==> config.mk <==
export PLATFORM = sky130hd
export DESIGN_NAME = bracket_command_deframer_unit
export DESIGN_NICKNAME = d
export VERILOG_FILES = /design/src/design/bcd_pkg.sv /design/src/design/bcd_front.sv /design/src/design/bcd_queue.sv /design/src/design/bcd_back.sv /design/src/design/bracket_command_deframer_unit.sv
export SDC_FILE = /design/constraint.sdc
export NUM_CORES = 1
export LEC_CHECK = 0
export ABC_AREA = 1
export CAP_MARGIN = 10
export CORE_ASPECT_RATIO = 0.75
export CORE_MARGIN = 2
export CORE_UTILIZATION = 55
export DETAILED_ROUTE_END_ITERATION = 8
export DONT_BUFFER_PORTS = 1
export GPL_TIMING_DRIVEN = 0
export PLACE_DENSITY = 0.72
export SYNTH_ARGS = -nofsm -noshare
export SYNTH_HDL_FRONTEND = slang
export SYNTH_SLANG_ARGS = --single-unit
==> constraint.sdc <==
create_clock -name clk -period 3.3 [get_ports clk]
set_input_delay 0.495 -clock clk [delete_from_list [all_inputs] [get_ports clk]]
set_output_delay 0.495 -clock clk [all_outputs]
set_load 0.02 [all_outputs]
==> src/design/bcd_pkg.sv <==
// Shared constants and types for the bracket command deframer.
`default_nettype none
package bcd_pkg;

  // Frame store geometry
  localparam int BufferDepth = 64;
  localparam int AddrW       = $clog2(BufferDepth);
  localparam int CntW        = $clog2(BufferDepth + 1);

  // Framing characters
  localparam logic [7:0] ChOpenCmd  = 8'h3C;  // '<'
  localparam logic [7:0] ChOpenTag  = 8'h5B;  // '['
  localparam logic [7:0] ChQuote    = 8'h22;  // '"'
  localparam logic [7:0] ChCloseCmd = 8'h3E;  // '>'
  localparam logic [7:0] ChCloseTag = 8'h7E;  // '~'

  // Frame kinds
  localparam logic KindCmd = 1'b0;
  localparam logic KindTag = 1'b1;

  // One classified item passed from front to back
  typedef struct packed {
    logic       open;   // restart the store before this byte
    logic       store;  // append data to the store
    logic       close;  // replay the store after this byte
    logic       kind;   // frame kind for the replay
    logic [7:0] data;
  } bcd_op_t;

endpackage
`default_nettype wire

==> src/design/bcd_front.sv <==
// Front end: tracks the framer mode and classifies each received byte.
`default_nettype none
module bcd_front (
  input  wire logic           clk,
  input  wire logic           rst,
  input  wire logic           s_tvalid,
  output logic                s_tready,
  input  wire logic [7:0]     s_tdata,
  output logic                push_valid,
  input  wire logic           push_ready,
  output bcd_pkg::bcd_op_t    push_op
);

  typedef enum logic [1:0] {
    MODE_WAITING,
    MODE_COMMAND,
    MODE_STRING,
    MODE_TAGGED
  } mode_t;

  mode_t mode, mode_next;
  logic  push;
  logic  accept;

  assign s_tready   = push_ready;
  assign accept     = s_tvalid && push_ready;
  assign push_valid = s_tvalid && push;

  // Classify the byte against the current mode
  always_comb begin
    mode_next     = mode;
    push          = 1'b0;
    push_op.open  = 1'b0;
    push_op.store = 1'b0;
    push_op.close = 1'b0;
    push_op.kind  = bcd_pkg::KindCmd;
    push_op.data  = s_tdata;
    unique case (mode)
      MODE_WAITING: begin
        if (s_tdata == bcd_pkg::ChOpenCmd) begin
          push          = 1'b1;
          push_op.open  = 1'b1;
          push_op.store = 1'b1;
          mode_next     = MODE_COMMAND;
        end else if (s_tdata == bcd_pkg::ChOpenTag) begin
          push          = 1'b1;
          push_op.open  = 1'b1;
          push_op.store = 1'b1;
          mode_next     = MODE_TAGGED;
        end
      end
      MODE_COMMAND: begin
        push          = 1'b1;
        push_op.store = 1'b1;
        if (s_tdata == bcd_pkg::ChQuote) begin
          mode_next = MODE_STRING;
        end else if (s_tdata == bcd_pkg::ChCloseCmd) begin
          push_op.close = 1'b1;
          push_op.kind  = bcd_pkg::KindCmd;
          mode_next     = MODE_WAITING;
        end
      end
      MODE_STRING: begin
        push          = 1'b1;
        push_op.store = 1'b1;
        if (s_tdata == bcd_pkg::ChQuote) begin
          mode_next = MODE_COMMAND;
        end
      end
      MODE_TAGGED: begin
        push = 1'b1;
        if (s_tdata == bcd_pkg::ChCloseTag) begin
          push_op.close = 1'b1;
          push_op.kind  = bcd_pkg::KindTag;
          mode_next     = MODE_WAITING;
        end else begin
          push_op.store = 1'b1;
        end
      end
      default: begin
        mode_next = MODE_WAITING;
      end
    endcase
  end

  // Mode register
  always_ff @(posedge clk) begin
    if (rst) begin
      mode <= MODE_WAITING;
    end else if (accept) begin
      mode <= mode_next;
    end
  end

endmodule
`default_nettype wire

==> src/design/bcd_queue.sv <==
// Two-entry queue of classified items between front and back.
`default_nettype none
module bcd_queue (
  input  wire logic              clk,
  input  wire logic              rst,
  input  wire logic              in_valid,
  output logic                   in_ready,
  input  wire bcd_pkg::bcd_op_t  in_op,
  output logic                   out_valid,
  input  wire logic              out_ready,
  output bcd_pkg::bcd_op_t       out_op
);

  bcd_pkg::bcd_op_t entries [2];
  logic       wr_ptr;
  logic       rd_ptr;
  logic [1:0] count;
  logic       do_push;
  logic       do_pop;

  assign in_ready  = (count != 2'd2);
  assign out_valid = (count != 2'd0);
  assign out_op    = entries[rd_ptr];
  assign do_push   = in_valid && in_ready;
  assign do_pop    = out_valid && out_ready;

  // Entry storage
  always_ff @(posedge clk) begin
    if (do_push) begin
      entries[wr_ptr] <= in_op;
    end
  end

  // Pointers and fill count
  always_ff @(posedge clk) begin
    if (rst) begin
      wr_ptr <= 1'b0;
      rd_ptr <= 1'b0;
      count  <= 2'd0;
    end else begin
      if (do_push) begin
        wr_ptr <= ~wr_ptr;
      end
      if (do_pop) begin
        rd_ptr <= ~rd_ptr;
      end
      unique case ({do_push, do_pop})
        2'b10:   count <= count + 2'd1;
        2'b01:   count <= count - 2'd1;
        default: count <= count;
      endcase
    end
  end

endmodule
`default_nettype wire

==> src/design/bcd_back.sv <==
// Back end: frame store, fill count and replay of a closed frame.
`default_nettype none
module bcd_back (
  input  wire logic              clk,
  input  wire logic              rst,
  input  wire logic              op_valid,
  output logic                   op_ready,
  input  wire bcd_pkg::bcd_op_t  op,
  output logic                   m_tvalid,
  input  wire logic              m_tready,
  output logic [7:0]             m_tdata,
  output logic                   m_tlast,
  output logic                   m_tuser
);

  logic [7:0] mem [bcd_pkg::BufferDepth];

  logic [bcd_pkg::CntW-1:0] count;
  logic [bcd_pkg::CntW-1:0] cnt_base;
  logic [bcd_pkg::CntW-1:0] cnt_after;
  logic                     room;
  logic                     pop;
  logic                     wr_en;

  // Replay sequencer
  logic                     busy;
  logic [bcd_pkg::CntW-1:0] ptr;
  logic [bcd_pkg::CntW-1:0] len;
  logic                     rkind;
  logic                     issue;
  logic                     issue_last;

  // Read stage and output stage
  logic       s1_valid;
  logic [7:0] rd_data;
  logic       s1_last;
  logic       s1_kind;
  logic       can_adv;

  assign op_ready = !busy;
  assign pop      = op_valid && !busy;

  // Count update for the popped item
  always_comb begin
    cnt_base  = op.open ? '0 : count;
    room      = (cnt_base < bcd_pkg::CntW'(bcd_pkg::BufferDepth));
    wr_en     = pop && op.store && room;
    cnt_after = (op.store && room) ? cnt_base + 1'b1 : cnt_base;
  end

  assign can_adv    = !m_tvalid || m_tready;
  assign issue      = busy && (!s1_valid || can_adv);
  assign issue_last = (ptr + 1'b1 == len);

  // Frame store: write on store, registered read on replay
  always_ff @(posedge clk) begin
    if (wr_en) begin
      mem[cnt_base[bcd_pkg::AddrW-1:0]] <= op.data;
    end
    if (issue) begin
      rd_data <= mem[ptr[bcd_pkg::AddrW-1:0]];
      s1_last <= issue_last;
      s1_kind <= rkind;
    end
  end

  // Output payload
  always_ff @(posedge clk) begin
    if (can_adv) begin
      m_tdata <= rd_data;
      m_tlast <= s1_last;
      m_tuser <= s1_kind;
    end
  end

  // Control: fill count, replay pointer, stage valids
  always_ff @(posedge clk) begin
    if (rst) begin
      count    <= '0;
      busy     <= 1'b0;
      ptr      <= '0;
      len      <= '0;
      rkind    <= bcd_pkg::KindCmd;
      s1_valid <= 1'b0;
      m_tvalid <= 1'b0;
    end else begin
      if (pop) begin
        count <= cnt_after;
        if (op.close) begin
          busy  <= 1'b1;
          ptr   <= '0;
          len   <= cnt_after;
          rkind <= op.kind;
        end
      end
      if (issue) begin
        ptr <= ptr + 1'b1;
        if (issue_last) begin
          busy <= 1'b0;
        end
      end
      if (issue) begin
        s1_valid <= 1'b1;
      end else if (can_adv) begin
        s1_valid <= 1'b0;
      end
      if (can_adv) begin
        m_tvalid <= s1_valid;
      end
    end
  end

endmodule
`default_nettype wire

==> src/design/bracket_command_deframer_unit.sv <==
// Top level of the bracket command deframer: front, queue and back.
// A closing byte passes the queue entry, the replay sequencer, the read stage and the
// output stage before its first frame byte leaves. Throughput: one received byte per
// cycle while no frame is replayed; a close replays the store at one byte per cycle
// while m_tready holds, during which the two-entry queue fills and then input stalls.
// Reset (rst, synchronous): mode to waiting, fill count zero, queue and output empty.
`default_nettype none
module bracket_command_deframer_unit (
  input  wire logic       clk,
  input  wire logic       rst,
  input  wire logic       s_tvalid,
  output logic            s_tready,
  input  wire logic [7:0] s_tdata,   // [7:0] rx_byte
  output logic            m_tvalid,
  input  wire logic       m_tready,
  output logic [7:0]      m_tdata,   // [7:0] frame_byte
  output logic            m_tlast,   // last_byte
  output logic            m_tuser    // [0] frame_kind
);

  logic             f_valid;
  logic             f_ready;
  bcd_pkg::bcd_op_t f_op;
  logic             b_valid;
  logic             b_ready;
  bcd_pkg::bcd_op_t b_op;

  bcd_front u_front (
    .clk        (clk),
    .rst        (rst),
    .s_tvalid   (s_tvalid),
    .s_tready   (s_tready),
    .s_tdata    (s_tdata),
    .push_valid (f_valid),
    .push_ready (f_ready),
    .push_op    (f_op)
  );

  bcd_queue u_queue (
    .clk       (clk),
    .rst       (rst),
    .in_valid  (f_valid),
    .in_ready  (f_ready),
    .in_op     (f_op),
    .out_valid (b_valid),
    .out_ready (b_ready),
    .out_op    (b_op)
  );

  bcd_back u_back (
    .clk      (clk),
    .rst      (rst),
    .op_valid (b_valid),
    .op_ready (b_ready),
    .op       (b_op),
    .m_tvalid (m_tvalid),
    .m_tready (m_tready),
    .m_tdata  (m_tdata),
    .m_tlast  (m_tlast),
    .m_tuser  (m_tuser)
  );

endmodule
`default_nettype wire
==> impl_results.md, run 1 <==
* Critical Path Slowest Stage Cell: nor2_1
* Metal2 WL at 28900 µm
* Io pins at 24
* WP buf/inv at 0
* CTS Sinks at 588
* Largest net degree at the start of global routing at 65
* Synth Area per Inst at 11.0 µm²
* DR pass1 iterations at 6
* Synth Flop Type: edfxtp_1
* Delay-heaviest family, CP: simple AND/OR/NAND/NOR gates
* Place WS at 0.487 ns
* Area contributors post-synth: edfxtp_1, nand2_1, nand3_1
* Cells after DPL at 2790
* Status: complete, no violations
* Tightest Hold Check Type: in2reg
* Final min period at 2.94 ns
* M1 WL at 28100 µm
* Cell taking the most area after synthesis: edfxtp_1
* Area growth from synthesis to layout at 10.8%
* Peak VDD IR at 0.478 mV
* Wire length per cell at 23.8 µm
* Die X at 247 µm
* Cell area after synthesis at 24400 µm²
* Number of global-route vias before repair at 16276
* Headroom to the max-slew limit at 20.1%
* Skew-Pair Late Insertion Delay at 0.59 ns
* # DRC at 0
* Max-slew violations at 0
* Post-synth top area share at 68.5%
* #FFs+latches synth at 588
* Final design utilization at 62.1%
* FFs w/ async S/R, synth at 0%
* Final setup margin at 0.356 ns
* RSZ-0062 raised after global routing: no
* Final hold slack at 0.0779 ns
* Grt total ovfl at 0
* Most common cell on crit path: nand2_1
* Initial antenna violation count at 1
* CP Cell Sequence: nand2_1 > nand3_1 > nand2_2 > nor2_4 > nand2_1 > nor2_1
* Starting density of the core at 56.0%
* Clk pin slew, worst setup/hold paths at 0.06 ns
* Clk_skew at 0.0154 ns
* Die height at 186 µm
* Area of the core at 43500 µm²
* Period utilisation layout at 89.2%
* Remaining antenna violation count at 0
* Final nets at 2296
* Max clock buf depth at 3
* DR WL met3 at 9980 µm
* CP Launch Type: flip-flop
* Via density at 5.96
* Rows at 66
* Worst slew pin tran at 1.19 ns
* Non-Filler Instances at 2894
* CP Capture Type: flip-flop
* Syn_nets at 2228
* N_diodes at 0
* Ys Warns at 0
* PD cells at 725 nW/µm²
* Count of cell types in the netlist at 32
* Crit path max fanout at 10
* Final hold violation count at 0
* Via count at 17248
* Slowest cell delay on critical path at 0.94 ns
* Top post-synthesis cells by count: nand2_1, edfxtp_1, nand3_1, nor2_1, inv_1
* Total GRT Usage at 30.1%
* CTS tree: done
* Max Cap Viol at 0
* Setup TNS at 0 ns
* Fillcell total at 3371
* Post-synthesis sequential area ratio at 71.1%
* Setup bufs post-CTS at 0
* Cell count after synthesis at 2208
* Crit path kind: reg2reg
* DP Wirelength at 46200 µm
* Share of cells above drive strength 1 at 8.25%
* Initial DRC count at 2740
* Wirelength, routed at 68900 µm
* Gpl congestion at 0.973
* Top-count cell post-synth: nand2_1
* Root Buffer: clkbuf_16
* Htree depth at 2
* Max layer used: met5
* CTS buffer count at 53
* Die area at 46100 µm²
* Critical path required time at 3.51 ns
* First-pass GRT wire length at 101000 µm
* Leak at 9.83 nW
* EDFF count, synth at 556
* Critical path arrival at 3.15 ns
* Number of setup violations in the final report at 0
* Max Freq at 340 MHz
* Port buffer count at 0
==> per-stage QoR <==
step                cell area [µm²]  total power [W]
floorplan                     24400           0.0117
global placement              25100           0.0133
detailed placement            25200           0.0134
CTS                           27000           0.0194
global route                  27000           0.0202
finish                        27000           0.0196
==> power breakdown <==
group	leakage (nW)	total (W)	internal (W)	switching (W)
registers	5.29	0.00903	0.00888	0.000149
clock network	0.823	0.00618	0.00351	0.00268
logic	3.72	0.00438	0.00103	0.00335
total	9.83	0.0196	0.0134	0.00618
==> path summary, 6_finish.rpt <==
path	cells past startpoint	slack [ns]	endpoint	startpoint
max	6	0.36	u_back.mem[25][2]$_DFFE_PP_	flip-flop
min	3	0.08	u_back.len[1]$_SDFFE_PP0P_	rst
max reg2reg	6	0.36	u_back.mem[25][2]$_DFFE_PP_	flip-flop
min reg2reg	0	0.42	u_back.m_tdata[2]$_DFFE_PP_	u_back.rd_data[2]$_DFFE_PP_
==> per-layer routing <==
layer,vias to the layer above,track usage (%)
met2,1103,42.3
met5,-,1.37
met4,2,8.46
met1,8263,44.6
li1,7755,-
met3,125,10.1
==> tightest hold or removal path: stages <==
cell     delay [ns]
a21oi_1        0.02
o21ai_0        0.07
inv_1          0.04
==> cell type report <==
class	count	area, µm²	area share (%)
plain buffers	115	576	2.13
clock inverters	31	325	1.20
repair buffers	13	165	0.611
inverters	78	293	1.08
well taps	578	723	2.68
multi-input cells	1427	6230	23.1
clock buffers	64	1380	5.10
flip-flops and latches	588	17300	64.1
==> flip-flops by register name (all words and copies together), names as in the netlist, named ones only <==
| name | flops |
|---|---|
| u_back.rd_data | 8 |
| u_front.mode | 2 |
| u_queue.entries | 24 |
| u_back.count | 7 |
| u_back.mem | 512 |
| u_queue.rd_ptr | 1 |
| u_back.m_tvalid | 1 |
| u_back.s1_last | 1 |
| u_back.ptr | 7 |
| u_back.s1_valid | 1 |
| u_back.m_tlast | 1 |
| u_back.m_tuser | 1 |
| u_queue.wr_ptr | 1 |
| u_back.len | 7 |
| u_back.rkind | 1 |
| u_queue.count | 2 |
| u_back.s1_kind | 1 |
| u_back.m_tdata | 8 |
| u_back.busy | 1 |
==> cell families (layout without fill, tap and decap cells) <==
kind of cell | Yosys count | after routing | synth area share (%)
AO/OA/AOI/OAI | 47 | 47 | 1.07
AND/OR/NAND/NOR | 1371 | 1371 | 23.8
flip-flops | 588 | 588 | 71.1
adder cells (fa/ha/maj) | 8 | 8 | 0.410
XOR/XNOR | 1 | 1 | 0.0359
buffers and inverters | 193 | 301 | 3.56
==> placed cells by master, fill, tap and decap left out, types with 2 or more instances in the layout <==
cell / Yosys / routed
nand2_1: 782 / 774
edfxtp_1: 556 / 556
nand3_1: 463 / 463
nor2_1: 100 / 100
inv_1: 62 / 62
buf_2: 61 / 62
clkbuf_16: 0 / 53
clkbuf_1: 27 / 37
dfxtp_1: 32 / 32
a21oi_1: 26 / 26
buf_4: 18 / 18
clkinv_1: 4 / 17
inv_2: 12 / 12
o21ai_0: 12 / 12
buf_1: 9 / 9
ha_1: 8 / 8
dlygate4sd3_1: 0 / 8
nand2_2: 3 / 7
clkinv_2: 0 / 7
bufinv_16: 0 / 7
nor3_1: 7 / 6
nand2_4: 1 / 5
nand4_1: 5 / 5
buf_12: 0 / 4
nor2_4: 3 / 3
clkinvlp_4: 0 / 3
a21boi_0: 2 / 2
nor2_2: 2 / 2
nand3_2: 2 / 2
nor3_2: 1 / 2
o21ai_1: 2 / 2
o211ai_1: 2 / 2
==> timing repair <==
| item | in CTS | in global routing |
|---|---|---|
| hold endpoints to repair | 16 | 0 |
| hold buffers | 8 | 0 |
| gates resized for setup | 0 | 0 |
(Power assumes the default switching activity.)
==> inputs of run 2 (changes only) <==
CELL_PAD_IN_SITES_DETAIL_PLACEMENT = 2   (was default)
CELL_PAD_IN_SITES_GLOBAL_PLACEMENT = 2   (was default)
CORE_UTILIZATION = 47   (was 55)
PLACE_DENSITY = 0.87   (was 0.72)
==> impl_results.md, run 2 (synthesis gave the netlist of run 1 again) <==
* Largest net degree at the start of global routing at 65 (unchanged)
* Max Cap Viol at 0 (unchanged)
* R2R depth at 7 (was 6)
* Number of global-route vias before repair at 21190 (was 16276)
* Leak at 9.81 nW (was 9.83 nW)
* Initial antenna violation count at 1 (unchanged)
* Critical path required time at 3.56 ns (was 3.51 ns)
* Area growth from synthesis to layout at 11.4% (was 10.8%)
* Worst slew pin tran at 1.38 ns (was 1.19 ns)
* Hold Startpoint: rst (unchanged)
* Peak VDD IR at 0.567 mV (was 0.478 mV)
* Wirelength, routed at 108000 µm (was 68900 µm)
* Root Buffer: clkbuf_16 (unchanged)
* Headroom to the max-slew limit at 7.44% (was 20.1%)
* Rows at 72 (was 66)
* CTS Sinks at 588 (unchanged)
* Final hold slack at 0.0518 ns (was 0.0779 ns)
* Tightest Hold Check Type: in2reg (unchanged)
* Most frequent cells in the layout: nand2_1, edfxtp_1, nand3_1 (unchanged)
* Most common cell on crit path: nand2_1 (unchanged)
* DP Area at 25300 µm² (was 25200 µm²)
* Initial DRC count at 2588 (was 2740)
* R2r setup slk at -0.13 ns (was 0.36 ns)
* Final hold violation count at 0 (unchanged)
* Clk_skew at 0.0283 ns (was 0.0154 ns)
* CP Cell Sequence: nand2_1 > nand2_4 > inv_2 > nand2_1 > nor3_1 > nand2_1 > nor2_1 (was nand2_1 > nand3_1 > nand2_2 > nor2_4 > nand2_1 > nor2_1)
* Number of setup violations in the final report at 48 (was 0)
* CTS tree: done (unchanged)
* Fillcell total at 5020 (was 3371)
* RSZ-0062 raised after global routing: yes (was no)
* Wire length per cell at 35.6 µm (was 23.8 µm)
* Port buffer count at 0 (unchanged)
* Reg2reg start: u_queue.entries[1][11]$_DFFE_PP_
* Max-slew violations at 0 (unchanged)
* Share of cells above drive strength 1 at 8.57% (was 8.25%)
* Critical Path Slowest Stage Cell: nor2_1 (unchanged)
* Slowest cell delay on critical path at 0.94 ns (about the same)
* Hold path endpoint: u_back.count[1]$_SDFFE_PP0P_ (was u_back.len[1]$_SDFFE_PP0P_)
* CTS buffer count at 56 (was 53)
* Commonest non-fill, non-tap cell in the layout: nand2_1 (unchanged)
* Critical path arrival at 3.69 ns (was 3.15 ns)
* PD cells at 761 nW/µm² (was 725 nW/µm²)
* Crit path kind: reg2reg (unchanged)
* Via density at 6.48 (was 5.96)
* Remaining antenna violation count at 0 (unchanged)
* Io pins at 24 (unchanged)
* Die X at 267 µm (was 247 µm)
* Status: complete, but fails checks (was complete, no violations)
* N_diodes at 0 (unchanged)
* Setup bufs post-CTS at 0 (unchanged)
* Max FFs per register at 512 (unchanged)
* First-pass GRT wire length at 154000 µm (was 101000 µm)
* Final setup margin at -0.133 ns (was 0.356 ns)
* Max clock buf depth at 3 (unchanged)
* # DRC at 0 (unchanged)
* DR pass1 iterations at 6 (unchanged)
* Die height at 201 µm (was 186 µm)
* Total GRT Usage at 40.5% (was 30.1%)
* Final nets at 2299 (was 2296)
* Hold depth at 3 (unchanged)
* Final Cell Area at 27200 µm² (was 27000 µm²)
* CP Capture Type: flip-flop (unchanged)
* Via count at 19588 (was 17248)
* Period utilisation layout at 104% (was 89.2%)
* Reg2Reg Capture Point: u_back.mem[57][7]$_DFFE_PP_ (was u_back.mem[25][2]$_DFFE_PP_)
* Htree depth at 2 (unchanged)
* Area of the core at 51400 µm² (was 43500 µm²)
* Max Freq at 291 MHz (was 340 MHz)
* CP Launch Type: flip-flop (unchanged)
* Crit path max fanout at 8 (was 10)
* Violated checks: setup timing
* DP Wirelength at 65200 µm (was 46200 µm)
* Final min period at 3.43 ns (was 2.94 ns)
* Die area at 53700 µm² (was 46100 µm²)
* Gpl congestion at 0.875 (was 0.973)
* CP Launch Point: u_queue.entries[1][11]$_DFFE_PP_
* Clk pin slew, worst setup/hold paths at 0.08 ns (was 0.06 ns)
* Skew-Pair Late Insertion Delay at 0.64 ns (was 0.59 ns)
* Grt total ovfl at 0 (unchanged)
* Starting density of the core at 47.4% (was 56.0%)
-- run 2: layer usage --
| layer | routed length, µm | track usage [%] |
|---|---|---|
| met1 | 40300 | 51.2 |
| met2 | 51600 | 66.5 |
| met3 | 10100 | 8.57 |
| met4 | 5560 | 19.5 |
| met5 | 0 | 0 |
-- run 2: stage by stage --
stage | worst slack (ns) | TNS (ns) | instances | total power (W) | util, %
floorplan | 1.26 | 0 | 2208 | 0.0117 | -
global placement | -0.176 | -35.52 | 2911 | 0.0135 | 49.1
detailed placement | 0.164 | 0 | 2912 | 0.0139 | 49.3
CTS | 0.0285 | 0 | 3020 | 0.0203 | 52.7
global route | -0.156 | -3.28 | 3024 | 0.0210 | 52.8
finish | -0.133 | -3.61 | 3024 | 0.0207 | 52.8
-- run 2: where the power goes --
| group | leakage (nW) | internal [W] | total (W) | switching (W) |
|---|---|---|---|---|
| registers | 5.29 | 0.00890 | 0.00909 | 0.000192 |
| logic | 3.71 | 0.00100 | 0.00514 | 0.00414 |
| clock network | 0.813 | 0.00332 | 0.00644 | 0.00313 |
| total | 9.81 | 0.0132 | 0.0207 | 0.00746 |
-- run 2: worst max-delay path by stage --
| stage | to | slack, ns | cells after the start |
|---|---|---|---|
| finish | u_back.mem[57][7]$_DFFE_PP_ | -0.13 | 7 |
| global route | u_back.mem[1][2]$_DFFE_PP_ | -0.16 | 7 |
| CTS | u_back.mem[16][7]$_DFFE_PP_ | 0.03 | 6 |
| detailed placement | u_back.mem[20][5]$_DFFE_PP_ | 0.16 | 6 |
| global placement | u_back.mem[10][3]$_DFFE_PP_ | -0.18 | 4 |
| floorplan | u_back.mem[62][0]$_DFFE_PP_ | 1.26 | 7 |
-- run 2: final cells by class --
class	instances	area (µm²)	area share, %
plain buffers	115	576	2.12
flip-flops and latches	588	17300	63.8
inverters	78	293	1.08
well taps	703	880	3.24
clock inverters	19	81.3	0.299
repair buffers	13	141	0.520
clock buffers	81	1590	5.84
multi-input cells	1427	6270	23.1
-- run 2: what timing repair did --
item,in CTS,in global routing
endpoints found under the setup margin,0,84
endpoints found under the hold margin,16,0
hold buffers,8,0
gates resized for setup,0,10
-- run 2: critical path, delay by kind of cell (launching register included) --
family / cells / cell delay [ns]
DFF: 1 / 0.45
buffers and inverters: 1 / 0.09
and+or+nand+nor: 6 / 2.51
